### src/design/mcs_pkg.sv
// Shared types and constants for the majority consensus select block.
package mcs_pkg;

  localparam int unsigned VAL_W     = 16;
  localparam int unsigned WIN_IDX_W = 6;
  localparam int unsigned AGREE_W   = 9;
  localparam int unsigned CFG_IDX_W = 1;
  localparam int unsigned CFG_DATA_W = 16;

  localparam logic [VAL_W-1:0]   MAX_DIFF_RST  = 16'd7680;
  localparam logic [AGREE_W-1:0] MIN_AGREE_RST = 9'd166;

  localparam logic [CFG_IDX_W-1:0] REG_MAX_DIFF  = 1'd0;
  localparam logic [CFG_IDX_W-1:0] REG_MIN_AGREE = 1'd1;

  typedef enum logic [2:0] {
    ST_IDLE,
    ST_INIT,
    ST_ACC,
    ST_SCAN,
    ST_DONE
  } state_e;

  typedef struct packed {
    logic wr;
    logic init;
    logic acc;
    logic scan;
  } cell_ctrl_t;

endpackage

### src/design/mcs_cell.sv
// One cell of the row: holds one value, compares it to the values passing by.
module mcs_cell #(
  parameter int unsigned IDX   = 0,
  parameter int unsigned IDX_W = 6,
  parameter int unsigned CNT_W = 7,
  parameter int unsigned SUM_W = 22
) (
  input  logic                         clk_i,
  input  logic                         rst_ni,
  input  mcs_pkg::cell_ctrl_t          ctrl_i,
  input  logic [IDX_W-1:0]             wr_idx_i,
  input  logic [CNT_W-1:0]             count_i,
  input  logic [mcs_pkg::VAL_W-1:0]    sample_i,
  input  logic [mcs_pkg::VAL_W-1:0]    max_diff_i,
  input  logic [mcs_pkg::VAL_W-1:0]    m_i,
  input  logic                         mv_i,
  input  logic [CNT_W-1:0]             agree_i,
  input  logic [SUM_W-1:0]             sum_i,
  output logic [mcs_pkg::VAL_W-1:0]    m_o,
  output logic                         mv_o,
  output logic [CNT_W-1:0]             agree_o,
  output logic [SUM_W-1:0]             sum_o
);

  logic [mcs_pkg::VAL_W-1:0] v_q;
  logic [mcs_pkg::VAL_W-1:0] m_q;
  logic                      mv_q;
  logic [CNT_W-1:0]          agree_q;
  logic [SUM_W-1:0]          sum_q;
  logic [mcs_pkg::VAL_W-1:0] diff;

  assign diff = (v_q > m_q) ? (v_q - m_q) : (m_q - v_q);

  always_ff @(posedge clk_i) begin
    if (ctrl_i.wr && (wr_idx_i == IDX_W'(IDX))) begin
      v_q <= sample_i;
    end
  end

  always_ff @(posedge clk_i) begin
    if (ctrl_i.init) begin
      m_q <= v_q;
    end else if (ctrl_i.acc) begin
      m_q <= m_i;
    end
  end

  always_ff @(posedge clk_i or negedge rst_ni) begin
    if (!rst_ni) begin
      mv_q    <= 1'b0;
      agree_q <= '0;
      sum_q   <= '0;
    end else if (ctrl_i.init) begin
      mv_q    <= (CNT_W'(IDX) < count_i);
      agree_q <= '0;
      sum_q   <= '0;
    end else if (ctrl_i.acc) begin
      mv_q <= mv_i;
      if (mv_q) begin
        agree_q <= agree_q + CNT_W'(diff < max_diff_i);
        sum_q   <= sum_q + SUM_W'(diff);
      end
    end else if (ctrl_i.scan) begin
      agree_q <= agree_i;
      sum_q   <= sum_i;
    end
  end

  assign m_o     = m_q;
  assign mv_o    = mv_q;
  assign agree_o = agree_q;
  assign sum_o   = sum_q;

endmodule

### config.mk
export PLATFORM = sky130hd
export DESIGN_NAME = mcs_cell
export DESIGN_NICKNAME = d
export VERILOG_FILES = /design/src/design/mcs_pkg.sv /design/src/design/mcs_cell.sv
export SDC_FILE = /design/constraint.sdc
export NUM_CORES = 1
export LEC_CHECK = 0
export CORE_MARGIN = 2
export CORE_UTILIZATION = 35
export CTS_CLUSTER_DIAMETER = 50
export DETAILED_ROUTE_END_ITERATION = 7
export DONT_BUFFER_PORTS = 1
export GPL_ROUTABILITY_DRIVEN = 0
export PLACE_DENSITY_LB_ADDON = 0.3
export SLEW_MARGIN = 0
export SYNTH_ARGS = -nofsm -noshare
export SYNTH_HDL_FRONTEND = slang
export SYNTH_SLANG_ARGS = --single-unit
### constraint.sdc
create_clock -name clk_i -period 4 [get_ports clk_i]
set_input_delay 1.2 -clock clk_i [delete_from_list [all_inputs] [get_ports clk_i]]
set_output_delay 1.2 -clock clk_i [all_outputs]
set_load 0.05 [all_outputs]
; After elaboration in Yosys (flattened, before gate mapping)
; Index checks and enable logic that the tools add are counted.
[word_totals]
elab_cells = 31
ff_bits = 62
out_inout_bits = 46
in_bits = 97
[classes]
reduce_logical = 5
muxes = 13
add_sub_neg = 4
n_lt_le_gt_ge = 3
eq_ne = 1
[ops]
columns = operator, count
row1 = $mux 22, 4
row2 = $mux 16, 3
row3 = $sub 16x16->16, 2
row4 = $mux 7, 4
row5 = $add 22x16->22, 1
row6 = $gt 16x16->1, 1
row7 = $lt 16x16->1, 1
row8 = $add 7x1->7, 1
row9 = $lt 1x7->1 const A, 1
row10 = $logic_not 6->1, 1
row11 = $ne 3x1->1 const B, 1
row12 = $reduce_bool 3->1, 1
row13 = $mux 1, 2
row14 = $reduce_and 2->1, 1
row15 = $reduce_bool 2->1, 1
row16 = $logic_and 1x1->1, 1

; Longest topological paths before layout
[logic_depth]
depth_word = 7
depth_mapped = 28
ltp_nobuf = 26

; Worst setup path after synthesis
; No wires, ideal clock.
[synth_path]
path_type = reg-to-reg
startpoint = reg m_q, in the netlist m_o[1]
endpoint = reg agree_q[6], in the netlist agree_o[6]
stages_incl_launch_ff = 24
path_slack_ns = -0.679
path_buffers = 1
required_time_ns = 3.868
synth_period_minus_slack_ns = 4.679
t_arrival_ns = 4.547
setup_time_ns = 0.132
path_cell_list = edfxtp_1 -> inv_1 -> fa_1 -> a211oi_1 -> o211ai_1 -> nand3_1 -> a21o_1 -> buf_6 -> mux2i_1 -> o31ai_2 -> a22oi_1 -> xnor2_1 -> ha_1 -> nand4_1 -> nor2_1 -> a21oi_1 -> o211ai_1 -> a41oi_1 -> ha_1 -> ha_1 -> nand4_1 -> a21o_1 -> a222oi_1 -> nor2_1
[synth_via]
elab_chain_cells = 7
word_cells_on_any_way = 9
classes_between = add/sub: 3 / order compare: 2 / mux: 4
[synth_lines]
columns = element, line
row1 = "start, declared", mcs_cell.sv:26  ; logic [mcs_pkg::VAL_W-1:0] m_q;
row2 = "start signal, assigned", mcs_cell.sv:42  ; m_q <= v_q;
row3 = "start signal, assigned", mcs_cell.sv:44  ; m_q <= m_i;
row4 = $sub 16x16->16 / $gt 16x16->1 (equally long branches), mcs_cell.sv:32  ; assign diff = (v_q > m_q) ? (v_q - m_q) : (m_q - v_q);
row5 = $mux 16 (*), mcs_cell.sv:32
row6 = $lt 16x16->1 (*), mcs_cell.sv:60  ; agree_q <= agree_q + CNT_W'(diff < max_diff_i);
row7 = $add 7x1->7 (*), mcs_cell.sv:60
row8 = $mux 7 (*), mcs_cell.sv:59  ; if (mv_q) begin
row9 = $mux 7 (*), mcs_cell.sv:57  ; end else if (ctrl_i.acc) begin
row10 = $mux 7 (*), mcs_cell.sv:53  ; end else if (ctrl_i.init) begin
row11 = "end signal, assigned", mcs_cell.sv:60
row12 = "end signal, assigned", mcs_cell.sv:64  ; agree_q <= agree_i;
row13 = "end, declared", mcs_cell.sv:28  ; logic [CNT_W-1:0] agree_q;
; Mark *: on every way between the ends. The rest lies on a longest branch, timed or not. The select of a mux whose other input is x is not followed.
; A chain may end at the register's enable or synchronous reset.

; Worst setup path after layout
[layout_path]
startpoint = reg v_q[0] (netlist bit)
endpoint = reg agree_q[6], in the netlist agree_o[6]
[layout_via]
elab_chain_cells = 7
word_cells_on_any_way = 9
classes_between = add/sub: 3 / order compare: 2 / mux: 4
[layout_lines]
columns = element, line
row1 = "start, declared", mcs_cell.sv:25  ; logic [mcs_pkg::VAL_W-1:0] v_q;
row2 = "start signal, assigned", mcs_cell.sv:36  ; v_q <= sample_i;
row3 = $sub 16x16->16 / $gt 16x16->1 (equally long branches), mcs_cell.sv:32
row4 = $mux 16 (*), mcs_cell.sv:32
row5 = $lt 16x16->1 (*), mcs_cell.sv:60
row6 = $add 7x1->7 (*), mcs_cell.sv:60
row7 = $mux 7 (*), mcs_cell.sv:59
row8 = $mux 7 (*), mcs_cell.sv:57
row9 = $mux 7 (*), mcs_cell.sv:53
; Marks and branches as above.

==> flow_metrics.env <==
export IMPL_detailedRoute_firstIterationViolations=313
export IMPL_tightest_slew_ps=990
export IMPL_finalMaxSlewViolations=0
export IMPL_drt_wirelength_per_cell_um=17.9
export IMPL_initial_utilization_pct=35.6
export IMPL_syn_avg_cell_area_um2=9.19
export IMPL_crit_path_category="flop to flop"
export IMPL_drive_gt1_share_pct=37.9
export IMPL_post_layout_nonfiller_instances=986
export IMPL_ios=143
export IMPL_total_area_of_multi_input_combinational_cells_mm2=0.00405
export IMPL_area_share_of_and_or_nand_nor_cells_after_synthesis_pct=12.2
export IMPL_power_density_mw_per_mm2=400
export IMPL_critPathCaptureType="flop"
export IMPL_final_setup_tns_ps=-8270
export IMPL_timing_final_crit_share_pct=116
export IMPL_via_per_inst=5.33
export IMPL_floorplan_die_area_mm2=0.0171
export IMPL_syn_cell_area_mm2=0.00562
export IMPL_fin_worst_skew_ps=3.97
export IMPL_p_leak_uw=0.00361
export IMPL_post_synth_inst_count=612
export IMPL_grt_pass1_vias=5334
export IMPL_port_buffers=0
export IMPL_first_pass_grt_wire_length_um=26400
export IMPL_post_synthesis_compound_gate_area_fraction_pct=24.5
export IMPL_synth_top_family_by_area="compound AO/OA/AOI/OAI gates"
export IMPL_post_synth_num_cell_types=74
export IMPL_post_dp_hpwl_um=13500
export IMPL_cp_data_arrival_time_ps=4870
export IMPL_cts_tree="yes"
export IMPL_finalWorstPathRequiredPeriod_ps=4650
export IMPL_globalRouteTotalUtil_pct=19.7
export IMPL_yosys_warnings=0
export IMPL_antenna_found_initial=0
export IMPL_crit_path_max_fanout=4
export IMPL_run_status="finished with violations"
export IMPL_worstPathRequired_ps=4220
export IMPL_die_height_um=131
export IMPL_timing_final_hold_violations=0
export IMPL_num_antenna_cells=0
export IMPL_max_clock_path_buffers=2
export IMPL_finalNetCount=930
export IMPL_drt_antenna_violating_nets=0
export IMPL_max_freq_mhz=215
export IMPL_register_area_mm2=0.00171
export IMPL_synthXorXnorAreaFrac_pct=4.05
export IMPL_min_path_type="input pin to asynchronous set/reset pin"
export IMPL_fraction_of_synthesis_flops_using_an_asynchronous_set_or_reset_pin_pct=48.4
export IMPL_cap_violations=0
export IMPL_fillerInstances=1478
export IMPL_fin_ws_ps=-645
export IMPL_finalWirelength_um=17600
export IMPL_drc=0
export IMPL_root_buffer="sky130_fd_sc_hd__clkbuf_16"
export IMPL_synth_edf_count=32
export IMPL_synth_mux_area_share_pct=6.79
export IMPL_drt_pass1_iter_count=5
export IMPL_vias=5252
export IMPL_synth_seq_area_share_pct=30.4
export IMPL_setup_violations_final=22
export IMPL_dominantRegCellSynth="sky130_fd_sc_hd__edfxtp_1"
export IMPL_placed_area_mm2=0.00690
export IMPL_timing_max_slew_rel_slack_pct=33.8
export IMPL_postSynthRegisterBits=62
export IMPL_coreArea_mm2=0.0158
export IMPL_grt_setup_unrepaired="yes"
export IMPL_post_route_cell_area_mm2=0.00785
export IMPL_grt_max_degree=49
export IMPL_cts_buffers=9
export IMPL_htree_levels=3
export IMPL_clock_latency_ps=340
export IMPL_floorplan_die_width_um=131
export IMPL_synth_nets=776
export IMPL_clkSlewWorstSetupHoldPaths_ps=50
export IMPL_failed_checks="negative setup slack"
export IMPL_synth_adder_area_share_pct=15.3
export IMPL_placed_cells=946
export IMPL_vdd_ir_drop_max_mv=0.284
export IMPL_std_cell_rows=46
export IMPL_clock_sinks=62
export IMPL_grt_overflow_total=0
export IMPL_setup_worst_path_start_class="flop"
export IMPL_areaGrowthSynthToFinish_pct=39.6
-- registers in the layout, indices dropped and copies added, names as in the netlist --
signal / cells
m_o: 16
sum_o: 22
agree_o: 7
v_q: 16
mv_o: 1
-- path summary, 6_finish.rpt --
path | start | slack, ps | end | cells after the start
max in group asynchronous | rst_ni | 3370 | sum_o[8] | 0
min in group clk_i | v_q[7] | 620 | m_o[7] | 1
worst min register to register | v_q[7] | 620 | m_o[7] | 1
worst min-delay path | rst_ni | 550 | sum_o[20] | 0
worst max register to register | v_q[0] | -650 | agree_o[6] | 25
worst max-delay path | v_q[0] | -650 | agree_o[6] | 25
-- layout by cell type (no fill, tap or decap), types with 5 or more instances in the layout --
| cell | instances |
|---|---|
| sky130_fd_sc_hd__nand4_1 | 15 |
| sky130_fd_sc_hd__ha_4 | 10 |
| sky130_fd_sc_hd__o21ai_1 | 8 |
| sky130_fd_sc_hd__ha_1 | 52 |
| sky130_fd_sc_hd__o21bai_1 | 8 |
| sky130_fd_sc_hd__a21oi_4 | 6 |
| sky130_fd_sc_hd__a21o_1 | 26 |
| sky130_fd_sc_hd__edfxtp_1 | 32 |
| sky130_fd_sc_hd__nand2_1 | 34 |
| sky130_fd_sc_hd__o211ai_1 | 7 |
| sky130_fd_sc_hd__xnor2_1 | 16 |
| sky130_fd_sc_hd__o22ai_1 | 5 |
| sky130_fd_sc_hd__xor2_1 | 5 |
| sky130_fd_sc_hd__nand3_1 | 6 |
| sky130_fd_sc_hd__mux2i_1 | 16 |
| sky130_fd_sc_hd__nand2b_1 | 5 |
| sky130_fd_sc_hd__a21oi_2 | 11 |
| sky130_fd_sc_hd__a31oi_1 | 6 |
| sky130_fd_sc_hd__dfrtp_1 | 30 |
| sky130_fd_sc_hd__buf_4 | 164 |
| sky130_fd_sc_hd__a211oi_2 | 6 |
| sky130_fd_sc_hd__mux2_2 | 17 |
| sky130_fd_sc_hd__buf_6 | 6 |
| sky130_fd_sc_hd__o21ai_0 | 15 |
| sky130_fd_sc_hd__nor3_1 | 6 |
| sky130_fd_sc_hd__a21oi_1 | 36 |
| sky130_fd_sc_hd__clkbuf_16 | 9 |
| sky130_fd_sc_hd__a211oi_1 | 9 |
| sky130_fd_sc_hd__inv_1 | 64 |
| sky130_fd_sc_hd__nor2_1 | 32 |
| sky130_fd_sc_hd__a22oi_1 | 5 |
-- cell families after synthesis --
kind of cell,after synthesis
AOI/OAI and AO/OA,195
and+or+nand+nor,133
buffers and inverters,93
adders and majority gates,67
DFF,62
muxes,36
xor gates and xnor gates,26
-- worst max-delay path, stage by stage (launching register included) --
cell                       delay [ps]
sky130_fd_sc_hd__edfxtp_1         380
sky130_fd_sc_hd__inv_1             70
sky130_fd_sc_hd__ha_2             160
sky130_fd_sc_hd__inv_2             40
sky130_fd_sc_hd__fa_2             340
sky130_fd_sc_hd__a211oi_2         240
sky130_fd_sc_hd__o211ai_1         160
sky130_fd_sc_hd__nand3_1          120
sky130_fd_sc_hd__a21o_1           230
sky130_fd_sc_hd__buf_6            150
sky130_fd_sc_hd__mux2i_2           80
sky130_fd_sc_hd__a221oi_2         290
sky130_fd_sc_hd__o21ai_2          100
sky130_fd_sc_hd__xor2_1           230
sky130_fd_sc_hd__ha_1             300
sky130_fd_sc_hd__a21oi_2          140
sky130_fd_sc_hd__nor2b_1           60
sky130_fd_sc_hd__o21ai_1          140
sky130_fd_sc_hd__o211ai_1         110
sky130_fd_sc_hd__a41oi_2          260
sky130_fd_sc_hd__ha_4             190
sky130_fd_sc_hd__ha_4             120
sky130_fd_sc_hd__nand4_1          110
sky130_fd_sc_hd__a21o_1           220
sky130_fd_sc_hd__a222oi_1         210
sky130_fd_sc_hd__nor2_1            70
-- layout make-up --
cell class	count	area share [%]
sequential	62	21.8
timing repair buffer	170	16.5
multi-input combinational	457	51.6
inverter	66	3.16
clock inverter	2	0.128
tap	216	3.44
clock buffer	13	3.32
-- metrics by stage --
| step | hold WS (ps) | util (%) | setup slack [ps] | power [uW] |
|---|---|---|---|---|
| final | 550 | 49.8 | -645 | 3140 |
| after global routing | 536 | 49.8 | -881 | 3310 |
| after CTS | 537 | 46.6 | -595 | 2930 |
| after detailed placement | 591 | 43.7 | -771 | 2120 |
| after global placement | 569 | 43.7 | -711 | 2080 |
| after floorplan | 555 | - | -573 | 1670 |
-- what timing repair did --
item / in CTS / in global routing
pin swaps: 22 / 60
buffers inserted: 6 / 22
hold buffers: 0 / 0
setup endpoints to repair: 23 / 24
resized for setup: 22 / 71
-- Yosys cell counts, types with 6 or more instances --
master                     number  share of area (%)
sky130_fd_sc_hd__a211oi_1      15                2.0
sky130_fd_sc_hd__a21o_1        26                3.5
sky130_fd_sc_hd__a21oi_1       51                4.5
sky130_fd_sc_hd__a22oi_1        6               0.80
sky130_fd_sc_hd__a31oi_1        6               0.67
sky130_fd_sc_hd__buf_2          9               0.80
sky130_fd_sc_hd__clkbuf_1      13               0.87
sky130_fd_sc_hd__dfrtp_1       30                 13
sky130_fd_sc_hd__edfxtp_1      32                 17
sky130_fd_sc_hd__ha_1          64                 14
sky130_fd_sc_hd__inv_1         66                4.4
sky130_fd_sc_hd__mux2_2        17                3.4
sky130_fd_sc_hd__mux2i_1       19                3.4
sky130_fd_sc_hd__nand2_1       36                2.4
sky130_fd_sc_hd__nand3_1        7               0.62
sky130_fd_sc_hd__nand4_1       15                1.7
sky130_fd_sc_hd__nor2_1        35                2.3
sky130_fd_sc_hd__nor3_1         6               0.53
sky130_fd_sc_hd__o211ai_1       7               0.93
sky130_fd_sc_hd__o21ai_0       23                2.0
sky130_fd_sc_hd__o21bai_1       9                1.2
sky130_fd_sc_hd__xnor2_1       20                3.1
sky130_fd_sc_hd__xor2_1         6               0.93
-- routing by layer --
| layer | vias up | share of wire, % | track usage, % |
|---|---|---|---|
| met2 | 197 | 50 | 34.3 |
| met1 | 2478 | 41 | 24.0 |
| li1 | 2551 | - | - |
| met4 | 0 | 1.7 | 5.82 |
| met3 | 26 | 7.2 | 5.09 |
| met5 | - | 0 | 0 |
-- power by group --
| group | leakage, uW | switching (uW) | total, uW | internal (uW) |
|---|---|---|---|---|
| sequential | 0.000700 | 204 | 927 | 723 |
| clock | 0.000135 | 287 | 735 | 448 |
| combinational | 0.00278 | 720 | 1480 | 758 |
(Power assumes the default switching activity.)
